===== config.mk =====
export PLATFORM = sky130hd
export DESIGN_NAME = shell_insertion_sort_pratt_unit
export DESIGN_NICKNAME = d
export VERILOG_FILES = /design/src/hdl/ssp_pkg.sv /design/src/hdl/shell_insertion_sort_pratt_unit.sv /design/src/hdl/ssp_ram.sv /design/src/hdl/ssp_tally.sv
export SDC_FILE = /design/constraint.sdc
export NUM_CORES = 2
export LEC_CHECK = 0
export BUFFER_PORTS_ARGS = -buffer_cell sky130_fd_sc_hd__buf_2
export CORE_ASPECT_RATIO = 1.1
export CORE_MARGIN = 1
export CORE_UTILIZATION = 35
export DETAILED_ROUTE_END_ITERATION = 6
export GPL_TIMING_DRIVEN = 0
export SLEW_MARGIN = 10
export SYNTH_ARGS = -nofsm -noshare
export SYNTH_HDL_FRONTEND = slang
export SYNTH_HIERARCHICAL = 1
export SYNTH_SLANG_ARGS = --single-unit

===== constraint.sdc =====
create_clock -name i_clk -period 7.2 [get_ports i_clk]
set_input_delay 0.36 -clock i_clk [delete_from_list [all_inputs] [get_ports i_clk]]
set_output_delay 0.36 -clock i_clk [all_outputs]
set_load 0.02 [all_outputs]

===== src/hdl/ssp_pkg.sv =====
// ssp_pkg: shared types, constants and gap-table functions for the Pratt shellsort unit.
// No dependencies; used by ssp_tally and shell_insertion_sort_pratt_unit.
`default_nettype none

package ssp_pkg;

    localparam int VALUE_W   = 32;
    localparam int TALLY_W   = 16;
    localparam int GAP_W     = 5;   // largest gap is 27
    localparam int GAP_IDX_W = 4;   // ten table entries
    localparam int CNT_MAX_W = 7;   // counts up to 64

    localparam logic [TALLY_W-1:0] TALLY_MAX = {TALLY_W{1'b1}};

    typedef logic [VALUE_W-1:0] t_value;

    typedef struct packed {
        logic clr;   // return both tallies to zero
        logic mv;    // one move
        logic cmp;   // two comparisons
    } t_tally_ctl;

    // Pratt 3-smooth gaps, diagonal by diagonal: 1 | 2 3 | 4 6 9 | 8 12 18 27
    function automatic logic [GAP_W-1:0] gap_at(input logic [GAP_IDX_W-1:0] idx);
        logic [GAP_W-1:0] g;
        case (idx)
            4'd0:    g = 5'd1;
            4'd1:    g = 5'd2;
            4'd2:    g = 5'd3;
            4'd3:    g = 5'd4;
            4'd4:    g = 5'd6;
            4'd5:    g = 5'd9;
            4'd6:    g = 5'd8;
            4'd7:    g = 5'd12;
            4'd8:    g = 5'd18;
            4'd9:    g = 5'd27;
            default: g = 5'd1;
        endcase
        return g;
    endfunction

    // Index of the last table entry for a set of cnt elements (n diagonals, 3^n >= cnt).
    // Sets of one element start at gap 1, which the sequencer skips since 1 >= cnt.
    function automatic logic [GAP_IDX_W-1:0] gap_top(input logic [CNT_MAX_W-1:0] cnt);
        logic [GAP_IDX_W-1:0] t;
        if (cnt <= 7'd3) begin
            t = 4'd0;
        end else if (cnt <= 7'd9) begin
            t = 4'd2;
        end else if (cnt <= 7'd27) begin
            t = 4'd5;
        end else begin
            t = 4'd9;
        end
        return t;
    endfunction

endpackage

`default_nettype wire


===== src/hdl/shell_insertion_sort_pratt_unit.sv =====
// Loading: one element per cycle; the transaction with i_last set starts the sort.
// Sort: S_GAP steps through the gap table; each insertion runs S_FETCH, S_HOLD, then S_SCAN while
// elements shift, and S_SCAN or S_DROP to place the held one; bounded by the single RAM read port.
// Output: RAM read, then output register; the next element is read only once the last is accepted.
// Synchronous active-low reset clears count, tallies and sequencer; the element RAM is not
// cleared and needs no clearing pass. Input is stalled from the last element until the set drains.
`default_nettype none

module shell_insertion_sort_pratt_unit
    import ssp_pkg::*;
#(
    parameter int DEPTH = 64
) (
    input  wire logic               i_clk,
    input  wire logic               i_rst_n,
    input  wire logic               i_valid,
    output logic                    o_stall,
    input  wire logic [VALUE_W-1:0] i_value,
    input  wire logic               i_last,
    output logic                    o_valid,
    input  wire logic               i_stall,
    output logic      [VALUE_W-1:0] o_sorted_value,
    output logic                    o_last_out,
    output logic      [TALLY_W-1:0] o_comparisons,
    output logic      [TALLY_W-1:0] o_moves
);

    localparam int ADDR_W = $clog2(DEPTH);
    localparam int CNT_W  = $clog2(DEPTH + 1);
    localparam int CW     = (CNT_W > GAP_W) ? CNT_W : GAP_W;

    localparam logic [3:0] S_LOAD  = 4'd0;
    localparam logic [3:0] S_GAP   = 4'd1;
    localparam logic [3:0] S_FETCH = 4'd2;
    localparam logic [3:0] S_HOLD  = 4'd3;
    localparam logic [3:0] S_SCAN  = 4'd4;
    localparam logic [3:0] S_DROP  = 4'd5;
    localparam logic [3:0] S_ERD   = 4'd6;
    localparam logic [3:0] S_EWAIT = 4'd7;
    localparam logic [3:0] S_EOUT  = 4'd8;

    logic [3:0]           r_state, n_state;
    logic [CNT_W-1:0]     r_count, n_count;
    logic [GAP_IDX_W-1:0] r_t, n_t;
    logic [ADDR_W-1:0]    r_gap, n_gap;
    logic [ADDR_W-1:0]    r_j, n_j;
    logic [ADDR_W-1:0]    r_k, n_k;
    logic [ADDR_W-1:0]    r_i, n_i;
    t_value               r_held, n_held;
    t_value               r_out_value, n_out_value;
    logic                 r_out_last, n_out_last;

    logic                 ram_we, ram_re;
    logic [ADDR_W-1:0]    ram_waddr, ram_raddr;
    t_value               ram_wdata, ram_rdata;
    t_tally_ctl           tally_ctl;

    logic                 in_acc, out_acc;
    logic [GAP_W-1:0]     gap_val;
    logic [ADDR_W-1:0]    k_step;
    logic                 more_j;
    logic                 shift;

    assign in_acc  = i_valid && !o_stall;
    assign out_acc = o_valid && !i_stall;
    assign gap_val = gap_at(r_t);
    assign k_step  = r_k - r_gap;
    assign more_j  = (CNT_W'(r_j) + CNT_W'(1)) < r_count;
    assign shift   = $signed(ram_rdata) > $signed(r_held);

    always_comb begin
        n_state     = r_state;
        n_count     = r_count;
        n_t         = r_t;
        n_gap       = r_gap;
        n_j         = r_j;
        n_k         = r_k;
        n_i         = r_i;
        n_held      = r_held;
        n_out_value = r_out_value;
        n_out_last  = r_out_last;
        ram_we      = 1'b0;
        ram_waddr   = r_k;
        ram_wdata   = r_held;
        ram_re      = 1'b0;
        ram_raddr   = r_j;
        tally_ctl   = '0;

        case (r_state)
            S_LOAD: begin
                if (in_acc) begin
                    if (r_count < CNT_W'(DEPTH)) begin
                        ram_we    = 1'b1;
                        ram_waddr = r_count[ADDR_W-1:0];
                        ram_wdata = i_value;
                        n_count   = r_count + CNT_W'(1);
                    end
                    if (i_last) begin
                        n_t     = gap_top(CNT_MAX_W'(n_count));
                        n_state = S_GAP;
                    end
                end
            end
            S_GAP: begin
                if (CW'(gap_val) < CW'(r_count)) begin
                    n_gap   = ADDR_W'(gap_val);
                    n_j     = ADDR_W'(gap_val);
                    n_state = S_FETCH;
                end else if (r_t == '0) begin
                    n_state = S_ERD;
                end else begin
                    n_t = r_t - GAP_IDX_W'(1);
                end
            end
            S_FETCH: begin
                ram_re    = 1'b1;
                ram_raddr = r_j;
                n_state   = S_HOLD;
            end
            S_HOLD: begin
                // lift element j; j >= gap so the first neighbor always exists
                n_held       = ram_rdata;
                n_k          = r_j;
                tally_ctl.mv = 1'b1;
                ram_re       = 1'b1;
                ram_raddr    = r_j - r_gap;
                n_state      = S_SCAN;
            end
            S_SCAN: begin
                tally_ctl.mv  = 1'b1;
                tally_ctl.cmp = 1'b1;
                ram_we        = 1'b1;
                ram_waddr     = r_k;
                if (shift) begin
                    ram_wdata = ram_rdata;
                    n_k       = k_step;
                    if (k_step >= r_gap) begin
                        ram_re    = 1'b1;
                        ram_raddr = k_step - r_gap;
                    end else begin
                        n_state = S_DROP;
                    end
                end else begin
                    ram_wdata = r_held;
                    if (more_j) begin
                        n_j     = r_j + ADDR_W'(1);
                        n_state = S_FETCH;
                    end else if (r_t == '0) begin
                        n_state = S_ERD;
                    end else begin
                        n_t     = r_t - GAP_IDX_W'(1);
                        n_state = S_GAP;
                    end
                end
            end
            S_DROP: begin
                tally_ctl.mv  = 1'b1;
                tally_ctl.cmp = 1'b1;
                ram_we        = 1'b1;
                ram_waddr     = r_k;
                ram_wdata     = r_held;
                if (more_j) begin
                    n_j     = r_j + ADDR_W'(1);
                    n_state = S_FETCH;
                end else if (r_t == '0) begin
                    n_state = S_ERD;
                end else begin
                    n_t     = r_t - GAP_IDX_W'(1);
                    n_state = S_GAP;
                end
            end
            S_ERD: begin
                n_i       = '0;
                ram_re    = 1'b1;
                ram_raddr = '0;
                n_state   = S_EWAIT;
            end
            S_EWAIT: begin
                n_out_value = ram_rdata;
                n_out_last  = (CNT_W'(r_i) + CNT_W'(1)) == r_count;
                n_state     = S_EOUT;
            end
            S_EOUT: begin
                if (out_acc) begin
                    if (r_out_last) begin
                        n_count       = '0;
                        tally_ctl.clr = 1'b1;
                        n_state       = S_LOAD;
                    end else begin
                        n_i       = r_i + ADDR_W'(1);
                        ram_re    = 1'b1;
                        ram_raddr = r_i + ADDR_W'(1);
                        n_state   = S_EWAIT;
                    end
                end
            end
            default: begin
                n_state = S_LOAD;
                n_count = '0;
            end
        endcase
    end

    always_ff @(posedge i_clk) begin
        if (!i_rst_n) begin
            r_state <= S_LOAD;
            r_count <= '0;
        end else begin
            r_state <= n_state;
            r_count <= n_count;
        end
    end

    always_ff @(posedge i_clk) begin
        r_t         <= n_t;
        r_gap       <= n_gap;
        r_j         <= n_j;
        r_k         <= n_k;
        r_i         <= n_i;
        r_held      <= n_held;
        r_out_value <= n_out_value;
        r_out_last  <= n_out_last;
    end

    ssp_ram #(
        .WIDTH (VALUE_W),
        .DEPTH (DEPTH)
    ) u_store (
        .i_clk   (i_clk),
        .i_we    (ram_we),
        .i_waddr (ram_waddr),
        .i_wdata (ram_wdata),
        .i_re    (ram_re),
        .i_raddr (ram_raddr),
        .o_rdata (ram_rdata)
    );

    ssp_tally u_tally (
        .i_clk         (i_clk),
        .i_rst_n       (i_rst_n),
        .i_ctl         (tally_ctl),
        .o_comparisons (o_comparisons),
        .o_moves       (o_moves)
    );

    assign o_stall        = (r_state != S_LOAD);
    assign o_valid        = (r_state == S_EOUT);
    assign o_sorted_value = r_out_value;
    assign o_last_out     = r_out_last;

    // same-cycle read and write never hit one entry
    a_no_rw_collision: assert property (@(posedge i_clk) disable iff (!i_rst_n)
        (ram_we && ram_re) |-> (ram_waddr != ram_raddr))
        else $error("RAM read and write to the same entry");

    a_count_bound: assert property (@(posedge i_clk) disable iff (!i_rst_n)
        r_count <= CNT_W'(DEPTH))
        else $error("element count beyond depth");

    a_scan_index: assert property (@(posedge i_clk) disable iff (!i_rst_n)
        (r_state == S_SCAN) |-> (r_k >= r_gap && r_k <= r_j))
        else $error("scan index out of range");

    a_drain_clears: assert property (@(posedge i_clk) disable iff (!i_rst_n)
        (out_acc && o_last_out) |=> (r_state == S_LOAD && r_count == '0
                                     && o_comparisons == '0 && o_moves == '0))
        else $error("state not cleared after final transaction");

    a_tally_hold: assert property (@(posedge i_clk) disable iff (!i_rst_n)
        (r_state == S_EOUT && $past(r_state) == S_EOUT) |-> ($stable(o_comparisons)
                                                           && $stable(o_moves)))
        else $error("tallies changed during output");

endmodule

`default_nettype wire


===== src/hdl/ssp_ram.sv =====
// ssp_ram: generic simple dual-port RAM, one write and one registered read port.
// No dependencies.
`default_nettype none

module ssp_ram #(
    parameter int WIDTH = 32,
    parameter int DEPTH = 64
) (
    input  wire logic                     i_clk,
    input  wire logic                     i_we,
    input  wire logic [$clog2(DEPTH)-1:0] i_waddr,
    input  wire logic [WIDTH-1:0]         i_wdata,
    input  wire logic                     i_re,
    input  wire logic [$clog2(DEPTH)-1:0] i_raddr,
    output logic      [WIDTH-1:0]         o_rdata
);

    logic [WIDTH-1:0] r_mem [DEPTH];

    always_ff @(posedge i_clk) begin
        if (i_we) begin
            r_mem[i_waddr] <= i_wdata;
        end
        if (i_re) begin
            o_rdata <= r_mem[i_raddr];
        end
    end

endmodule

`default_nettype wire


===== src/hdl/ssp_tally.sv =====
// ssp_tally: saturating comparison and move counters.
// Depends on ssp_pkg.
`default_nettype none

module ssp_tally
    import ssp_pkg::*;
(
    input  wire logic               i_clk,
    input  wire logic               i_rst_n,
    input  wire t_tally_ctl         i_ctl,
    output logic      [TALLY_W-1:0] o_comparisons,
    output logic      [TALLY_W-1:0] o_moves
);

    logic [TALLY_W-1:0] r_cmp, n_cmp;
    logic [TALLY_W-1:0] r_mv, n_mv;
    logic [TALLY_W:0]   cmp_sum, mv_sum;

    always_comb begin
        cmp_sum = {1'b0, r_cmp} + (TALLY_W+1)'(2);
        mv_sum  = {1'b0, r_mv} + (TALLY_W+1)'(1);
        n_cmp   = r_cmp;
        n_mv    = r_mv;
        if (i_ctl.clr) begin
            n_cmp = '0;
            n_mv  = '0;
        end else begin
            if (i_ctl.cmp) begin
                n_cmp = cmp_sum[TALLY_W] ? TALLY_MAX : cmp_sum[TALLY_W-1:0];
            end
            if (i_ctl.mv) begin
                n_mv = mv_sum[TALLY_W] ? TALLY_MAX : mv_sum[TALLY_W-1:0];
            end
        end
    end

    always_ff @(posedge i_clk) begin
        if (!i_rst_n) begin
            r_cmp <= '0;
            r_mv  <= '0;
        end else begin
            r_cmp <= n_cmp;
            r_mv  <= n_mv;
        end
    end

    assign o_comparisons = r_cmp;
    assign o_moves       = r_mv;

endmodule

`default_nettype wire

==> flow_summary.toml <==
[power_and_ir_drop]
finalPower_mw = 45.16
p_per_area_nw_per_um2 = 436.3
p_switching_mw = 16.57
power_frac_seq_pct = 36.4
power_frac_comb_pct = 38.7
clkPwrFrac_pct = 24.9
peakVddDrop_uv = 315.4
p_int_mw = 28.59
leakagePower_nw = 32.99
switching_share_pct = 36.69

[clock_tree]
root_buffer = "clkbuf_16"
clock_sinks = 2220
cts_tree = "built"
insertion_delay_ns = 0.88
cts_buffer_depth = 3
htreeDepth = 4
path_clk_slew_ns = 0.06
numCtsBuffers = 217
postCtsSetupRepairBufs = 0

[timing]
max_freq_ghz = 0.1379
rsz0062_at_grt = "false"
tightest_slew_ns = 1.401
maxSlewHeadroom_pct = 6.588
hold_violations = 0
fin_crit_ns = 7.251
setup_viol = 5
finalWorstSetupSlack_ns = -0.05087
finClkSkew_ns = 0.06929
drv_slew = 0
timing.final.crit_share_pct = 100.7

[synth]
ys_types = 87
synth_area_um2 = 87810
netlist_instances = 4248
synth_edf_count = 2172
synth_nets = 4355
yosysSeqAreaShare_pct = 75.38
ys_seq_elements = 2220
syn_avg_cell_area_um2 = 20.67
yosys_most_used_dff = "edfxtp_1"
ys.warnings.count = 6
async_flop_share_pct = 0

[global_route]
use_met3_pct = 4.911
overflow = 0
grtUsageMet2_pct = 35.14
grt_usage_pct = 21.66
first_global_vias = 46590
grt_max_degree = 65
met1_usage_pct = 27.64
grt_antenna_before_repair = 13
grt_busiest_layer = "met2"
grt_pass1_wl_um = 376700

[floorplan]
dieArea_um2 = 252900
core_area_um2 = 249100
die_h_um = 527.3
die_w_um = 479.6
io_pins = 104
start_util_pct = 35.25
rows = 192

[final_layout]
drive_gt1_share_pct = 28.95
stdcell_count = 8215
syn_to_final_growth_pct = 17.88
final_nets = 4833

[critical_path]
worstPathMaxFanout = 10
worst-endpoint-required_ns = 7.84
arrival_ns = 7.89
worstSetupStartpointType = "flip-flop"
endpoint_kind = "flip-flop"
critPathKind = "flip-flop to flip-flop"

[placed_design]
dp_cells = 7805
dp_hpwl_um = 189000
portBuffers = 103
gp_congestion = 0.8715

[detailed_routing]
wire_per_inst_um = 33.77
drcViolationCount = 0
routed_via_density = 5.780
drtAntennaViolNets = 0
first_pass_iters = 5
vias = 47490
totalWireLength_um = 277400
first_iter_violations = 6741

[hold_path]
worstHoldPathType = "input port to flip-flop"

[job]
cap_viol_max_count = 0

[status]
violations = "negative setup slack"
status = "finished with violations"
==> path summary, 6_finish.rpt <==
| kind | to | from | cells after the start | slack, ns |
|---|---|---|---|---|
| max | u_store/o_rdata[14] | u_store/o_rdata[28] | 17 | -0.05 |
| min | u_store/r_mem[17][0] | i_value[0] | 2 | 0.21 |
| max reg2reg | u_store/o_rdata[14] | u_store/o_rdata[28] | 17 | -0.05 |
| min reg2reg | u_tally/o_comparisons[0] | u_tally/o_comparisons[0] | 2 | 0.45 |
==> flip-flops by register name, indices dropped and copies added (netlist names) <==
register               count
gap_val                    5
o_last_out                 1
o_sorted_value            32
r_count                    7
r_gap                      5
r_held                    32
r_i                        6
r_j                        6
r_k                        6
r_state                    4
r_t                        4
u_store/o_rdata           32
u_store/r_mem           2048
u_tally/o_comparisons     16
u_tally/o_moves           16
==> layout by cell type, fill, tap and decap left out, types with 37 or more instances in the layout <==
master     instances
nor2_1           120
buf_2            173
nand3_1           43
clkinv_1          56
dfxtp_1           48
o22ai_1           77
clkbuf_2          37
ha_1              67
inv_1             77
mux2i_1           96
o21ai_0           45
clkbuf_1          98
buf_12           105
mux4_2           544
clkbuf_16        217
clkinv_2          38
a21oi_1          126
nor2_4            62
edfxtp_1        2172
nand2_1           89
buf_16            38
==> critical path, cell delays in order (launching register included) <==
cell and delay, ns:
edfxtp_1 0.67, ha_1 0.45, nand4_1 0.22, nor4_4 0.61, nand2b_1 0.24, a31oi_1 0.38, a21oi_2 0.14, a21oi_2 0.33
o21ai_0 0.15, a2bb2oi_1 0.39, buf_4 0.39, clkbuf_4 0.41, nand2b_1 0.71, clkbuf_1 0.64, o22ai_1 0.14, nor2_1 0.56
a21oi_1 0.15, nor2_1 0.36
==> stage by stage <==
step                      setup WS [ns]  cell area, um2  setup TNS (ns)  util (%)  hold WS (ns)
final                          -0.05087          103500         -0.1269     41.55        0.2131
after global routing            0.02506          103500               0     41.54        0.2031
after CTS                      0.001903          103500               0     41.53        0.1603
after detailed placement        -0.9259           96290          -18.43     38.65        0.4452
after global placement           -3.644           92450        -1882.89     37.11        0.4385
after floorplan                   2.043           87810               0         -        0.4213
==> metal layers <==
| layer | up-vias | wire (um) | share of wire (%) |
|---|---|---|---|
| met2 | 2797 | 132100 | 48 |
| met3 | 571 | 28920 | 10 |
| li1 | 18770 | - | - |
| met4 | 8 | 14230 | 5.1 |
| met1 | 25340 | 102000 | 37 |
| met5 | - | 234 | 0.084 |
==> power by group through the flow <==
stage	Combinational, mW	Sequential [mW]	Clock [mW]
finish	17.5	16.4	11.3
global route	18.0	16.4	11.8
CTS	17.2	16.4	11.4
detailed placement	17.1	16.7	0
global placement	16.3	16.9	0
floorplan	9.72	16.6	0
==> logic make-up after synthesis <==
family,count (synthesis),share of synthesized area [%]
buffers and inverters,299,1.569
muxes,645,15.11
and+or+nand+nor,486,2.754
DFF,2220,75.38
adders and majority gates,70,1.023
AOI/OAI and AO/OA,482,3.708
xor gates and xnor gates,46,0.4588
==> synth_stat cells (6+ instances only) <==
library cell	instances	area (um2)
edfxtp_1	2172	65220
mux4_2	544	12250
nor2_1	182	683.2
a21oi_1	127	635.6
mux2i_1	96	960.9
nand2_1	91	341.6
o22ai_1	86	538.0
clkbuf_1	84	315.3
inv_1	78	292.8
buf_2	75	375.4
ha_1	67	838.3
dfxtp_1	48	960.9
o21ai_0	46	230.2
nand3_1	43	215.2
a21o_1	42	315.3
o221ai_1	32	280.3
xnor2_1	32	280.3
a22o_1	31	271.5
buf_4	29	217.7
nor3_1	28	140.1
buf_1	24	90.09
nor2b_1	24	150.1
nand4_1	23	143.9
a22oi_1	18	135.1
nand2b_1	16	100.1
a31oi_1	14	87.58
xor2_1	14	122.6
a21oi_2	13	113.9
and3_1	13	81.33
a311oi_1	12	105.1
or3_1	10	62.56
buf_6	7	78.83
nand3b_1	6	45.04
nor4_2	6	75.07
o211ai_1	6	45.04
==> area by class of cell <==
cell class              count  area, um2
multi-input cells        1729      20880
clock buffers             270       5679
inverters                  80      300.3
well taps                3298       4126
diodes                      5      12.51
plain buffers             215       1144
flip-flops and latches   2220      66180
clock inverters           135       1346
repair buffers            263       3835
fillers                 21480     145600
==> repair_timing <==
item / 4_1_cts / 5_1_grt
setup endpoints to repair: 32 / 27
hold buffers: 4 / 0
hold endpoints to repair: 11 / 0
resized for setup: 40 / 32
No activity file was read; power rests on OpenSTA's default activity.
